**config.mk**
```make
export PLATFORM = sky130hd
export DESIGN_NAME = heading_rudder_pd_controller_flat
export DESIGN_NICKNAME = d
export VERILOG_FILES = /design/src/rtl/hrpd_pkg.sv /design/src/rtl/hrpd_if.sv /design/src/rtl/hrpd_cfg_regs.sv /design/src/rtl/hrpd_error_stage.sv /design/src/rtl/hrpd_drive_stage.sv /design/src/rtl/hrpd_output_stage.sv /design/src/rtl/heading_rudder_pd_controller.sv /design/src/flat_wrapper.sv
export SDC_FILE = /design/constraint.sdc
export NUM_CORES = 1
export LEC_CHECK = 0
export ABC_AREA = 1
export BUFFER_PORTS_ARGS = -buffer_cell sky130_fd_sc_hd__clkbuf_2
export CAP_MARGIN = 20
export CORE_AREA = 2 2 215 217
export CTS_CLUSTER_DIAMETER = 120
export CTS_CLUSTER_SIZE = 8
export DETAILED_ROUTE_END_ITERATION = 10
export DIE_AREA = 0 0 217 219
export GPL_ROUTABILITY_DRIVEN = 0
export HOLD_SLACK_MARGIN = 0.02
export MAX_ROUTING_LAYER = met4
export PLACE_DENSITY = 0.76
export REMOVE_ABC_BUFFERS = 1
export SLEW_MARGIN = 10
export SYNTH_ARGS = -nofsm -noshare
export SYNTH_HDL_FRONTEND = slang
export SYNTH_SLANG_ARGS = --single-unit
```
**constraint.sdc**
```tcl
create_clock -name clk_i -period 7.2 [get_ports clk_i]
set_input_delay 0.36 -clock clk_i [delete_from_list [all_inputs] [get_ports clk_i]]
set_output_delay 0.36 -clock clk_i [all_outputs]
set_load 0.02 [all_outputs]
```
**src/rtl/hrpd_pkg.sv**
```systemverilog
package hrpd_pkg;

  // register map, index = paddr[4:2]
  typedef enum logic [2:0] {
    REG_TARGET_HEADING   = 3'd0,
    REG_COMMANDED_SPEED  = 3'd1,
    REG_PROP_GAIN        = 3'd2,
    REG_DERIV_GAIN       = 3'd3,
    REG_SLOW_SPEED_LIMIT = 3'd4,
    REG_ERROR_DEADBAND   = 3'd5
  } hrpd_reg_e;

  // turn direction kept between ticks
  typedef enum logic [1:0] {
    DIR_NONE  = 2'd0,
    DIR_LEFT  = 2'd1,
    DIR_RIGHT = 2'd2
  } hrpd_dir_e;

  localparam int unsigned AddrW = 5;
  localparam int unsigned DataW = 32;

  // reset values of the configuration registers
  localparam logic [8:0]  TargetHeadingRst  = 9'd0;
  localparam logic [7:0]  CommandedSpeedRst = 8'd0;
  localparam logic [15:0] PropGainRst       = 16'd1792;
  localparam logic [15:0] DerivGainRst      = 16'd0;
  localparam logic [7:0]  SlowSpeedRst      = 8'd17;
  localparam logic [7:0]  DeadbandRst       = 8'd10;

  localparam logic [8:0]  FullCircle = 9'd360;
  localparam logic [10:0] PulseCenter = 11'd1500;
  localparam logic [6:0]  PercentMax  = 7'd100;

  // percent = floor(drive * 100 / (45 * 256)) = floor(drive * 5 / 576)
  // saturates at 100 once drive >= 11636; below that a reciprocal
  // multiply by ceil(2^24 * 5 / 576) is exact for every drive value
  localparam logic [26:0] DriveSatLimit = 27'd11636;
  localparam logic [17:0] PctRecip      = 18'd145636;
  localparam int unsigned PctShift      = 24;

  typedef struct packed {
    logic [8:0]  target_heading;
    logic [7:0]  commanded_speed;
    logic [15:0] prop_gain;
    logic [15:0] deriv_gain;
    logic [7:0]  slow_speed_limit;
    logic [7:0]  error_deadband;
  } hrpd_cfg_t;

  // error stage -> drive stage
  typedef struct packed {
    logic [7:0] mag;
    logic [7:0] diff;
    logic       turn_right;
    logic       bang;
  } hrpd_err_t;

  // drive stage -> output stage
  typedef struct packed {
    logic [26:0] drive;
    logic [7:0]  mag;
    logic        turn_right;
    logic        bang;
  } hrpd_drv_t;

endpackage

```
**src/rtl/hrpd_if.sv**
```systemverilog
// heading request channel
interface hrpd_in_if;
  logic       valid;
  logic       ready;
  logic [8:0] measured_heading;
  logic       restart;

  modport source (output valid, output measured_heading, output restart, input ready);
  modport sink (input valid, input measured_heading, input restart, output ready);
endinterface

// rudder result channel
interface hrpd_out_if;
  logic        valid;
  logic        ready;
  logic [10:0] rudder_pulse_us;
  logic        turn_right;
  logic [7:0]  error_magnitude;
  logic [6:0]  rudder_percent;

  modport source (output valid, output rudder_pulse_us, output turn_right,
                  output error_magnitude, output rudder_percent, input ready);
  modport sink (input valid, input rudder_pulse_us, input turn_right,
                input error_magnitude, input rudder_percent, output ready);
endinterface

```
**src/rtl/hrpd_cfg_regs.sv**
```systemverilog
module hrpd_cfg_regs (
  input  logic                       clk_i,
  input  logic                       rst_ni,
  input  logic                       psel,
  input  logic                       penable,
  input  logic                       pwrite,
  input  logic [hrpd_pkg::AddrW-1:0] paddr,
  input  logic [hrpd_pkg::DataW-1:0] pwdata,
  output logic [hrpd_pkg::DataW-1:0] prdata,
  output logic                       pready,
  output hrpd_pkg::hrpd_cfg_t        cfg_o
);

  hrpd_pkg::hrpd_cfg_t cfg_q, cfg_d;
  logic [2:0]          reg_idx;
  logic                wr_en;

  assign pready  = 1'b1;
  assign reg_idx = paddr[4:2];
  assign wr_en   = psel && penable && pwrite;

  // register write decode
  always_comb begin
    cfg_d = cfg_q;
    if (wr_en) begin
      unique case (reg_idx)
        hrpd_pkg::REG_TARGET_HEADING:   cfg_d.target_heading   = pwdata[8:0];
        hrpd_pkg::REG_COMMANDED_SPEED:  cfg_d.commanded_speed  = pwdata[7:0];
        hrpd_pkg::REG_PROP_GAIN:        cfg_d.prop_gain        = pwdata[15:0];
        hrpd_pkg::REG_DERIV_GAIN:       cfg_d.deriv_gain       = pwdata[15:0];
        hrpd_pkg::REG_SLOW_SPEED_LIMIT: cfg_d.slow_speed_limit = pwdata[7:0];
        hrpd_pkg::REG_ERROR_DEADBAND:   cfg_d.error_deadband   = pwdata[7:0];
        default: ;
      endcase
    end
  end

  always_ff @(posedge clk_i or negedge rst_ni) begin
    if (!rst_ni) begin
      cfg_q.target_heading   <= hrpd_pkg::TargetHeadingRst;
      cfg_q.commanded_speed  <= hrpd_pkg::CommandedSpeedRst;
      cfg_q.prop_gain        <= hrpd_pkg::PropGainRst;
      cfg_q.deriv_gain       <= hrpd_pkg::DerivGainRst;
      cfg_q.slow_speed_limit <= hrpd_pkg::SlowSpeedRst;
      cfg_q.error_deadband   <= hrpd_pkg::DeadbandRst;
    end else begin
      cfg_q <= cfg_d;
    end
  end

  // read back
  always_comb begin
    prdata = '0;
    unique case (reg_idx)
      hrpd_pkg::REG_TARGET_HEADING:   prdata = {23'd0, cfg_q.target_heading};
      hrpd_pkg::REG_COMMANDED_SPEED:  prdata = {24'd0, cfg_q.commanded_speed};
      hrpd_pkg::REG_PROP_GAIN:        prdata = {16'd0, cfg_q.prop_gain};
      hrpd_pkg::REG_DERIV_GAIN:       prdata = {16'd0, cfg_q.deriv_gain};
      hrpd_pkg::REG_SLOW_SPEED_LIMIT: prdata = {24'd0, cfg_q.slow_speed_limit};
      hrpd_pkg::REG_ERROR_DEADBAND:   prdata = {24'd0, cfg_q.error_deadband};
      default:                        prdata = '0;
    endcase
  end

  assign cfg_o = cfg_q;

endmodule

```
**src/rtl/hrpd_error_stage.sv**
```systemverilog
module hrpd_error_stage (
  input  logic                clk_i,
  input  logic                rst_ni,
  input  logic                valid_i,
  output logic                ready_o,
  input  logic [8:0]          measured_heading_i,
  input  logic                restart_i,
  input  hrpd_pkg::hrpd_cfg_t cfg_i,
  output logic                valid_o,
  input  logic                ready_i,
  output hrpd_pkg::hrpd_err_t err_o
);

  logic                 valid_q;
  logic [8:0]           heading_q;
  logic                 restart_q;
  logic [7:0]           prev_err_q;
  hrpd_pkg::hrpd_dir_e  prev_dir_q;

  logic [8:0]           tgt_fold, meas_fold;
  logic signed [9:0]    err;
  logic signed [9:0]    mag_wide;
  hrpd_pkg::hrpd_dir_e  dir;
  logic [7:0]           mag, last, diff;
  logic                 advance;

  assign ready_o = !valid_q || ready_i;
  assign advance = valid_q && ready_i;
  assign valid_o = valid_q;

  // input register
  always_ff @(posedge clk_i or negedge rst_ni) begin
    if (!rst_ni) begin
      valid_q <= 1'b0;
    end else if (ready_o) begin
      valid_q <= valid_i;
    end
  end

  always_ff @(posedge clk_i) begin
    if (ready_o && valid_i) begin
      heading_q <= measured_heading_i;
      restart_q <= restart_i;
    end
  end

  // fold headings above 359 once, then signed error
  always_comb begin
    tgt_fold  = (cfg_i.target_heading >= hrpd_pkg::FullCircle) ?
                cfg_i.target_heading - hrpd_pkg::FullCircle : cfg_i.target_heading;
    meas_fold = (heading_q >= hrpd_pkg::FullCircle) ?
                heading_q - hrpd_pkg::FullCircle : heading_q;
    err       = $signed({1'b0, tgt_fold}) - $signed({1'b0, meas_fold});
  end

  // wrap to at most 180 degrees and pick direction
  always_comb begin
    if (err > 10'sd0) begin
      if (err < 10'sd180) begin
        dir      = hrpd_pkg::DIR_RIGHT;
        mag_wide = err;
      end else begin
        dir      = hrpd_pkg::DIR_LEFT;
        mag_wide = 10'sd360 - err;
      end
    end else begin
      if (err > -10'sd180) begin
        dir      = hrpd_pkg::DIR_LEFT;
        mag_wide = -err;
      end else begin
        dir      = hrpd_pkg::DIR_RIGHT;
        mag_wide = 10'sd360 + err;
      end
    end
    mag = mag_wide[7:0];
  end

  // derivative history is dropped on restart or direction change
  always_comb begin
    if (restart_q || prev_dir_q == hrpd_pkg::DIR_NONE || dir != prev_dir_q) begin
      last = 8'd0;
    end else begin
      last = prev_err_q;
    end
    diff = (mag > last) ? mag - last : last - mag;
  end

  always_comb begin
    err_o.mag        = mag;
    err_o.diff       = diff;
    err_o.turn_right = (dir == hrpd_pkg::DIR_RIGHT);
    err_o.bang       = (cfg_i.commanded_speed < cfg_i.slow_speed_limit) &&
                       ({1'b0, mag} > {1'b0, cfg_i.error_deadband});
  end

  // history updates as the item leaves this stage
  always_ff @(posedge clk_i or negedge rst_ni) begin
    if (!rst_ni) begin
      prev_err_q <= 8'd0;
      prev_dir_q <= hrpd_pkg::DIR_NONE;
    end else if (advance) begin
      prev_err_q <= mag;
      prev_dir_q <= dir;
    end
  end

endmodule

```
**src/rtl/hrpd_drive_stage.sv**
```systemverilog
module hrpd_drive_stage (
  input  logic                clk_i,
  input  logic                rst_ni,
  input  logic                valid_i,
  output logic                ready_o,
  input  hrpd_pkg::hrpd_err_t err_i,
  input  hrpd_pkg::hrpd_cfg_t cfg_i,
  output logic                valid_o,
  input  logic                ready_i,
  output hrpd_pkg::hrpd_drv_t drv_o
);

  logic                valid_q;
  hrpd_pkg::hrpd_err_t err_q;
  logic [10:0]         diff10;
  logic [23:0]         p_term;
  logic [26:0]         d_term;

  assign ready_o = !valid_q || ready_i;
  assign valid_o = valid_q;

  always_ff @(posedge clk_i or negedge rst_ni) begin
    if (!rst_ni) begin
      valid_q <= 1'b0;
    end else if (ready_o) begin
      valid_q <= valid_i;
    end
  end

  always_ff @(posedge clk_i) begin
    if (ready_o && valid_i) begin
      err_q <= err_i;
    end
  end

  // drive = kp * mag + kd * 10 * diff, Q19.8 degrees
  always_comb begin
    diff10 = {err_q.diff, 3'b000} + {2'b00, err_q.diff, 1'b0};
    p_term = cfg_i.prop_gain * err_q.mag;
    d_term = cfg_i.deriv_gain * diff10;
    drv_o.drive      = {3'b000, p_term} + d_term;
    drv_o.mag        = err_q.mag;
    drv_o.turn_right = err_q.turn_right;
    drv_o.bang       = err_q.bang;
  end

endmodule

```
**src/rtl/hrpd_output_stage.sv**
```systemverilog
module hrpd_output_stage (
  input  logic                clk_i,
  input  logic                rst_ni,
  input  logic                valid_i,
  output logic                ready_o,
  input  hrpd_pkg::hrpd_drv_t drv_i,
  output logic                valid_o,
  input  logic                ready_i,
  output logic [10:0]         rudder_pulse_us_o,
  output logic                turn_right_o,
  output logic [7:0]          error_magnitude_o,
  output logic [6:0]          rudder_percent_o
);

  logic                s2_valid_q, out_valid_q;
  logic                s2_en, out_en;
  hrpd_pkg::hrpd_drv_t drv_q;
  logic [31:0]         prod;
  logic [6:0]          pct;
  logic [8:0]          pct5;
  logic [10:0]         pulse;
  logic [10:0]         pulse_q;
  logic                right_q;
  logic [7:0]          mag_q;
  logic [6:0]          pct_q;

  assign out_en  = !out_valid_q || ready_i;
  assign s2_en   = !s2_valid_q || out_en;
  assign ready_o = s2_en;
  assign valid_o = out_valid_q;

  always_ff @(posedge clk_i or negedge rst_ni) begin
    if (!rst_ni) begin
      s2_valid_q  <= 1'b0;
      out_valid_q <= 1'b0;
    end else begin
      if (s2_en) begin
        s2_valid_q <= valid_i;
      end
      if (out_en) begin
        out_valid_q <= s2_valid_q;
      end
    end
  end

  always_ff @(posedge clk_i) begin
    if (s2_en && valid_i) begin
      drv_q <= drv_i;
    end
  end

  // floored percent with saturation and bang-bang override
  always_comb begin
    prod = {18'd0, drv_q.drive[13:0]} * {14'd0, hrpd_pkg::PctRecip};
    if (drv_q.bang || drv_q.drive >= hrpd_pkg::DriveSatLimit) begin
      pct = hrpd_pkg::PercentMax;
    end else begin
      pct = prod[hrpd_pkg::PctShift +: 7];
    end
  end

  // 5 us per percent around center, plus for left
  always_comb begin
    pct5 = {pct, 2'b00} + {2'b00, pct};
    if (drv_q.turn_right) begin
      pulse = hrpd_pkg::PulseCenter - {2'b00, pct5};
    end else begin
      pulse = hrpd_pkg::PulseCenter + {2'b00, pct5};
    end
  end

  // result register
  always_ff @(posedge clk_i) begin
    if (out_en && s2_valid_q) begin
      pulse_q <= pulse;
      right_q <= drv_q.turn_right;
      mag_q   <= drv_q.mag;
      pct_q   <= pct;
    end
  end

  assign rudder_pulse_us_o = pulse_q;
  assign turn_right_o      = right_q;
  assign error_magnitude_o = mag_q;
  assign rudder_percent_o  = pct_q;

endmodule

```
**src/rtl/heading_rudder_pd_controller.sv**
```systemverilog
// Heading rudder PD controller with low-speed bang-bang override.
// hdg_i carries one request per control tick: a compass heading and a
// restart flag that drops the derivative history. res_o returns exactly
// one result per request, in order: servo pulse (1000..2000 us), turn
// direction, wrapped error magnitude and rudder percent.
// Both channels use valid/ready; a transfer happens when both are high.
// Gains, target heading and speed thresholds sit in APB registers at
// byte address 4*i; the user writes them only while no request is in
// flight (not enforced by the block). An accepted request passes the
// drive, percent and result registers. Throughput: one request per
// cycle unless res_o stalls; the turn history register updates as each
// request leaves the input register, so the next one sees it at once.
// The pipeline stages each hold one request; when the receiver stalls,
// empty stages keep filling, and hdg_i.ready drops only once all are full.
// Reset clears all valid flags and the turn history, and loads the
// register reset values (gain 7.0, speed limit 17, deadband 10).
module heading_rudder_pd_controller (
  input  logic                       clk_i,
  input  logic                       rst_ni,
  hrpd_in_if.sink                    hdg_i,
  hrpd_out_if.source                 res_o,
  input  logic                       psel,
  input  logic                       penable,
  input  logic                       pwrite,
  input  logic [hrpd_pkg::AddrW-1:0] paddr,
  input  logic [hrpd_pkg::DataW-1:0] pwdata,
  output logic [hrpd_pkg::DataW-1:0] prdata,
  output logic                       pready
);

  hrpd_pkg::hrpd_cfg_t cfg;
  hrpd_pkg::hrpd_err_t err;
  hrpd_pkg::hrpd_drv_t drv;
  logic                err_valid, err_ready;
  logic                drv_valid, drv_ready;

  // configuration registers
  hrpd_cfg_regs u_cfg (
    .clk_i   (clk_i),
    .rst_ni  (rst_ni),
    .psel    (psel),
    .penable (penable),
    .pwrite  (pwrite),
    .paddr   (paddr),
    .pwdata  (pwdata),
    .prdata  (prdata),
    .pready  (pready),
    .cfg_o   (cfg)
  );

  // heading error and direction
  hrpd_error_stage u_err (
    .clk_i              (clk_i),
    .rst_ni             (rst_ni),
    .valid_i            (hdg_i.valid),
    .ready_o            (hdg_i.ready),
    .measured_heading_i (hdg_i.measured_heading),
    .restart_i          (hdg_i.restart),
    .cfg_i              (cfg),
    .valid_o            (err_valid),
    .ready_i            (err_ready),
    .err_o              (err)
  );

  // gain products
  hrpd_drive_stage u_drv (
    .clk_i   (clk_i),
    .rst_ni  (rst_ni),
    .valid_i (err_valid),
    .ready_o (err_ready),
    .err_i   (err),
    .cfg_i   (cfg),
    .valid_o (drv_valid),
    .ready_i (drv_ready),
    .drv_o   (drv)
  );

  // percent, pulse and result register
  hrpd_output_stage u_out (
    .clk_i             (clk_i),
    .rst_ni            (rst_ni),
    .valid_i           (drv_valid),
    .ready_o           (drv_ready),
    .drv_i             (drv),
    .valid_o           (res_o.valid),
    .ready_i           (res_o.ready),
    .rudder_pulse_us_o (res_o.rudder_pulse_us),
    .turn_right_o      (res_o.turn_right),
    .error_magnitude_o (res_o.error_magnitude),
    .rudder_percent_o  (res_o.rudder_percent)
  );

endmodule

```
**src/flat_wrapper.sv**
```systemverilog
// flat-port wrapper written by rule: the top's interface ports become plain ports
module heading_rudder_pd_controller_flat 
  (clk_i, rst_ni, psel, penable, pwrite, paddr, pwdata, prdata, pready, hdg_i_valid, hdg_i_measured_heading, hdg_i_restart, hdg_i_ready, res_o_valid, res_o_rudder_pulse_us, res_o_turn_right, res_o_error_magnitude, res_o_rudder_percent, res_o_ready);
  hrpd_in_if hdg_i_i ();
  hrpd_out_if res_o_i ();
  input  logic clk_i;
  input  logic rst_ni;
  input  logic psel;
  input  logic penable;
  input  logic pwrite;
  input  logic [hrpd_pkg::AddrW-1:0] paddr;
  input  logic [hrpd_pkg::DataW-1:0] pwdata;
  output logic [hrpd_pkg::DataW-1:0] prdata;
  output logic pready;
  input wire logic [$bits(hdg_i_i.valid)-1:0] hdg_i_valid;
  input wire logic [$bits(hdg_i_i.measured_heading)-1:0] hdg_i_measured_heading;
  input wire logic [$bits(hdg_i_i.restart)-1:0] hdg_i_restart;
  output wire logic [$bits(hdg_i_i.ready)-1:0] hdg_i_ready;
  output wire logic [$bits(res_o_i.valid)-1:0] res_o_valid;
  output wire logic [$bits(res_o_i.rudder_pulse_us)-1:0] res_o_rudder_pulse_us;
  output wire logic [$bits(res_o_i.turn_right)-1:0] res_o_turn_right;
  output wire logic [$bits(res_o_i.error_magnitude)-1:0] res_o_error_magnitude;
  output wire logic [$bits(res_o_i.rudder_percent)-1:0] res_o_rudder_percent;
  input wire logic [$bits(res_o_i.ready)-1:0] res_o_ready;
  assign hdg_i_i.valid = hdg_i_valid;
  assign hdg_i_i.measured_heading = hdg_i_measured_heading;
  assign hdg_i_i.restart = hdg_i_restart;
  assign hdg_i_ready = hdg_i_i.ready;
  assign res_o_valid = res_o_i.valid;
  assign res_o_rudder_pulse_us = res_o_i.rudder_pulse_us;
  assign res_o_turn_right = res_o_i.turn_right;
  assign res_o_error_magnitude = res_o_i.error_magnitude;
  assign res_o_rudder_percent = res_o_i.rudder_percent;
  assign res_o_i.ready = res_o_ready;
  heading_rudder_pd_controller u_core (.clk_i(clk_i), .rst_ni(rst_ni), .hdg_i(hdg_i_i), .res_o(res_o_i), .psel(psel), .penable(penable), .pwrite(pwrite), .paddr(paddr), .pwdata(pwdata), .prdata(prdata), .pready(pready));
endmodule
```
==> reports/qor.txt <==
==================================================================================
Outcome ............................................................. complete, no violations
Nets ................................................................         3307
Max-capacitance violation count .....................................            0
1st-pass router iterations ..........................................            5
Worst slew pin tran .................................................      1100 ps
Met1 Resource Use GR ................................................        0.290
Via density per instance ............................................         5.29
Total Die Area ......................................................    47500 um2
Unique masters post-synth ...........................................           66
Delay of the slowest cell on the worst path .........................       590 ps
Total congestion overflow after global routing ......................            0
Commonest register cell after synthesis ............................. sky130_fd_sc_hd__edfxtp_1
Critical path required time .........................................      7400 ps
DRC viols ...........................................................            0
Maximum level of the CTS H-tree .....................................            4
Detailed Place HPWL .................................................      44.6 mm
Mean Syn Cell Area ..................................................     8.59 um2
Final antenna-violating net count ...................................            0
Post-Syn Area .......................................................    22400 um2
Critical path capture point type ....................................    flip-flop
Startpoint type of the worst setup path .............................    flip-flop
Antenna violations before repair ....................................            0
Clock insertion delay at the later pin of the skew report ...........       460 ps
Filler instances ....................................................         3932
Layout-stage area growth over the synthesis result ..................        10.3%
Final count of hold timing violations ...............................            0
Total of flip-flops plus latches after synthesis ....................          170
Share of final-layout standard cells stronger than drive strength 1 .        0.116
Die X-Extent ........................................................       217 um
Final worst path period need ........................................      7120 ps
Cell type of the slowest stage on the worst timing path ............. sky130_fd_sc_hd__fa_2
Core utilization of the finished layout .............................        0.547
Worst slew margin relative to its limit .............................        0.259
First-pass GRT wire length ..........................................      89.1 mm
Pin count of the biggest net entering global routing ................           73
Max-slew violation count ............................................            0
GR Util met3 ........................................................       0.0312
F_max ...............................................................      140 MHz
Most crowded layer after global routing .............................         met2
Placeable core area .................................................    45100 um2
IO Pins .............................................................          116
Launch instance of the worst min-delay path ......................... hdg_i_restart
Biggest fanout along the worst timing path ..........................            5
Min-Delay Path Class ................................................    in -> reg
Detailed-route via count ............................................        17500
CTS tree ............................................................          yes
Worst setup startpoint .............................................. u_core.u_drv.err_q[4]$_DFFE_PP_
Number of port buffers ..............................................           80
RSZ-0062 raised after global routing ................................          yes
Sequential cell area fraction in the yosys report ...................        0.211
EDFF count, synth ...................................................           91
Post-synthesis cell count ...........................................         2602
Area taken by multi-input logic gates ...............................    15300 um2
Critical path arrival ...............................................      7320 ps
Post-route clock skew ...............................................      16.3 ps
Overall Global Routing Usage ........................................        0.241
Vias in the first global route ......................................        18300
Buffer type at the clock tree root .................................. sky130_fd_sc_hd__clkbuf_16
Number of antenna repair diodes .....................................            0
Yosys synthesis warning count .......................................            0
Max clock buf depth .................................................            2
Number of clock sinks seen by CTS ...................................          170
Asr flop ratio synth ................................................        0.465
Area used by sequential logic in the layout .........................     4720 um2
Avg WL per Cell .....................................................      16.4 um
Row count ...........................................................           78
Tcrit/Tclk final ....................................................        0.989
Grt met2 use ........................................................        0.413
Num CTS Buffers .....................................................           17
Initial Utilization .................................................        0.496
Routed wire length ..................................................      54.4 mm
CTS clock-pin slew for the worst setup and hold paths ...............        70 ps
Worst Path Class, Setup .............................................   reg -> reg
Worst reg2reg startpoint ............................................ u_core.u_drv.err_q[4]$_DFFE_PP_
Die Span Y ..........................................................       219 um
First DRT Iteration DRCs ............................................         1278
Setup violators final ...............................................            0
==================================================================================
==> worst max-delay path: cells and delay by family, from the launching register on <==
kind / cells / cell delay [ps]
compound gates: 5 / 530
simple gates: 12 / 1570
fa+ha+maj: 8 / 3650
buf+inv: 6 / 580
flops: 1 / 440
xor+xnor: 1 / 90
==> metrics by stage <==
step	instances	instance area, um2	setup slack [ps]	setup TNS (ps)	hold slack [ps]
detailed placement	3258	23600	-347	-1110	178
floorplan	2528	22000	-107	-147	64.4
finish	3307	24700	81.3	0	85.1
CTS	3293	24300	7.43	0	63.2
global route	3307	24700	-203	-925	65.2
global placement	3258	23600	-113	-119	175
==> logic make-up (layout without fill, tap and decap cells) <==
group                    after synthesis  after routing  share of synthesized area
AND/OR/NAND/NOR                      801            801                      0.150
buffers and inverters                725            815                      0.125
adder cells (fa/ha/maj)              559            559                      0.412
AO/OA/AOI/OAI                        279            279                     0.0734
flip-flops                           170            170                      0.211
XOR/XNOR                              62             62                     0.0268
multiplexers                           4              4                    0.00185
other                                  2             17                   0.000336
==> area by class of cell <==
| class | count | share of cell area |
|---|---|---|
| Multi-Input combinational cell | 1722 | 0.619 |
| Sequential cell | 170 | 0.191 |
| Inverter | 636 | 0.0971 |
| Timing Repair Buffer | 147 | 0.0378 |
| Tap cell | 600 | 0.0304 |
| Clock buffer | 19 | 0.0188 |
| Clock inverter | 13 | 0.00563 |
==> path summary, 6_finish.rpt <==
check / slack (ps) / cells past startpoint / to
max in group asynchronous: 5810 / 3 / u_core.u_cfg.cfg_o[25]$_DFFE_PN0P_
hold reg to reg: 420 / 0 / u_core.u_out.error_magnitude_o[7]$_DFFE_PP_
setup / recovery: 80 / 32 / u_core.u_out.drv_q[33]$_DFFE_PP_
min in group asynchronous: 240 / 2 / u_core.u_err.prev_err_q[7]$_DFFE_PN0P_
hold / removal: 90 / 1 / u_core.u_err.restart_q$_DFFE_PP_
setup reg to reg: 80 / 32 / u_core.u_out.drv_q[33]$_DFFE_PP_
==> sequential cells by signal (all words and copies together) (netlist names), 2 cells and up <==
name / cells
u_core.u_cfg.cfg_o: 65
u_core.u_drv.drv_o: 10
u_core.u_drv.err_q: 8
u_core.u_err.heading_q: 9
u_core.u_err.prev_dir_q: 2
u_core.u_err.prev_err_q: 8
u_core.u_out.drv_q: 37
u_core.u_out.error_magnitude_o: 8
u_core.u_out.rudder_percent_o: 7
u_core.u_out.rudder_pulse_us_o: 10
==> layer usage <==
metal | share of wire | wire length [um] | vias up
li1 | - | - | 8120
met3 | 0.058 | 3140 | 137
met5 | 0 | 0 | -
met1 | 0.40 | 21900 | 8595
met2 | 0.50 | 27400 | 658
met4 | 0.035 | 1920 | 0
==> synth_stat cells, types with 3 or more instances <==
cell	n	area, um2
sky130_fd_sc_hd__a211oi_1	4	30.0
sky130_fd_sc_hd__a21o_1	9	67.6
sky130_fd_sc_hd__a21oi_1	79	395
sky130_fd_sc_hd__a221oi_1	5	43.8
sky130_fd_sc_hd__a22oi_1	9	67.6
sky130_fd_sc_hd__a31oi_1	6	37.5
sky130_fd_sc_hd__buf_1	9	33.8
sky130_fd_sc_hd__buf_4	18	135
sky130_fd_sc_hd__clkbuf_1	59	221
sky130_fd_sc_hd__clkbuf_2	3	15.0
sky130_fd_sc_hd__dfrtp_1	72	1800
sky130_fd_sc_hd__dfstp_2	7	184
sky130_fd_sc_hd__edfxtp_1	91	2730
sky130_fd_sc_hd__fa_1	294	5890
sky130_fd_sc_hd__ha_1	265	3320
sky130_fd_sc_hd__inv_1	626	2350
sky130_fd_sc_hd__inv_2	9	33.8
sky130_fd_sc_hd__mux2i_1	3	30.0
sky130_fd_sc_hd__nand2_1	550	2060
sky130_fd_sc_hd__nand2_2	5	31.3
sky130_fd_sc_hd__nand2_4	4	45.0
sky130_fd_sc_hd__nand3_1	47	235
sky130_fd_sc_hd__nand3b_1	4	30.0
sky130_fd_sc_hd__nand4_1	18	113
sky130_fd_sc_hd__nand4_2	7	87.6
sky130_fd_sc_hd__nor2_1	128	480
sky130_fd_sc_hd__nor2_4	3	33.8
sky130_fd_sc_hd__nor3_1	12	60.1
sky130_fd_sc_hd__o211ai_1	9	67.6
sky130_fd_sc_hd__o21ai_0	109	546
sky130_fd_sc_hd__o21ai_1	15	75.1
sky130_fd_sc_hd__o21ai_4	3	48.8
sky130_fd_sc_hd__o21bai_1	6	45.0
sky130_fd_sc_hd__o221ai_1	3	26.3
sky130_fd_sc_hd__o22ai_1	8	50.1
sky130_fd_sc_hd__or2_2	6	37.5
sky130_fd_sc_hd__xnor2_1	21	184
sky130_fd_sc_hd__xor2_1	35	307
sky130_fd_sc_hd__xor2_2	3	48.8
==> cells in the final DEF (no fill, tap or decap), drive strengths merged, types with 14 or more instances in the layout <==
| cell | synthesis | layout |
|---|---|---|
| inv | 636 | 644 |
| nand2 | 560 | 560 |
| fa | 294 | 294 |
| ha | 265 | 265 |
| nor2 | 133 | 133 |
| o21ai | 129 | 129 |
| clkbuf | 62 | 98 |
| edfxtp | 91 | 91 |
| a21oi | 81 | 81 |
| dfrtp | 72 | 72 |
| buf | 27 | 67 |
| nand3 | 49 | 49 |
| xor2 | 39 | 39 |
| nand4 | 25 | 25 |
| xnor2 | 23 | 23 |
| conb | 2 | 17 |
| nor3 | 14 | 14 |
==> repair_timing <==
item / in CTS / in global routing
pin swaps: 6 / 74
endpoints found under the hold margin: 7 / 0
resized for setup: 14 / 78
cloned: 0 / 0
hold buffers: 1 / 0
endpoints found under the setup margin: 9 / 17
buffers inserted: 2 / 13
Power is left out: the tool's default activity adds up to more than one toggle a clock period on the data nets, which glitch-free logic cannot reach.
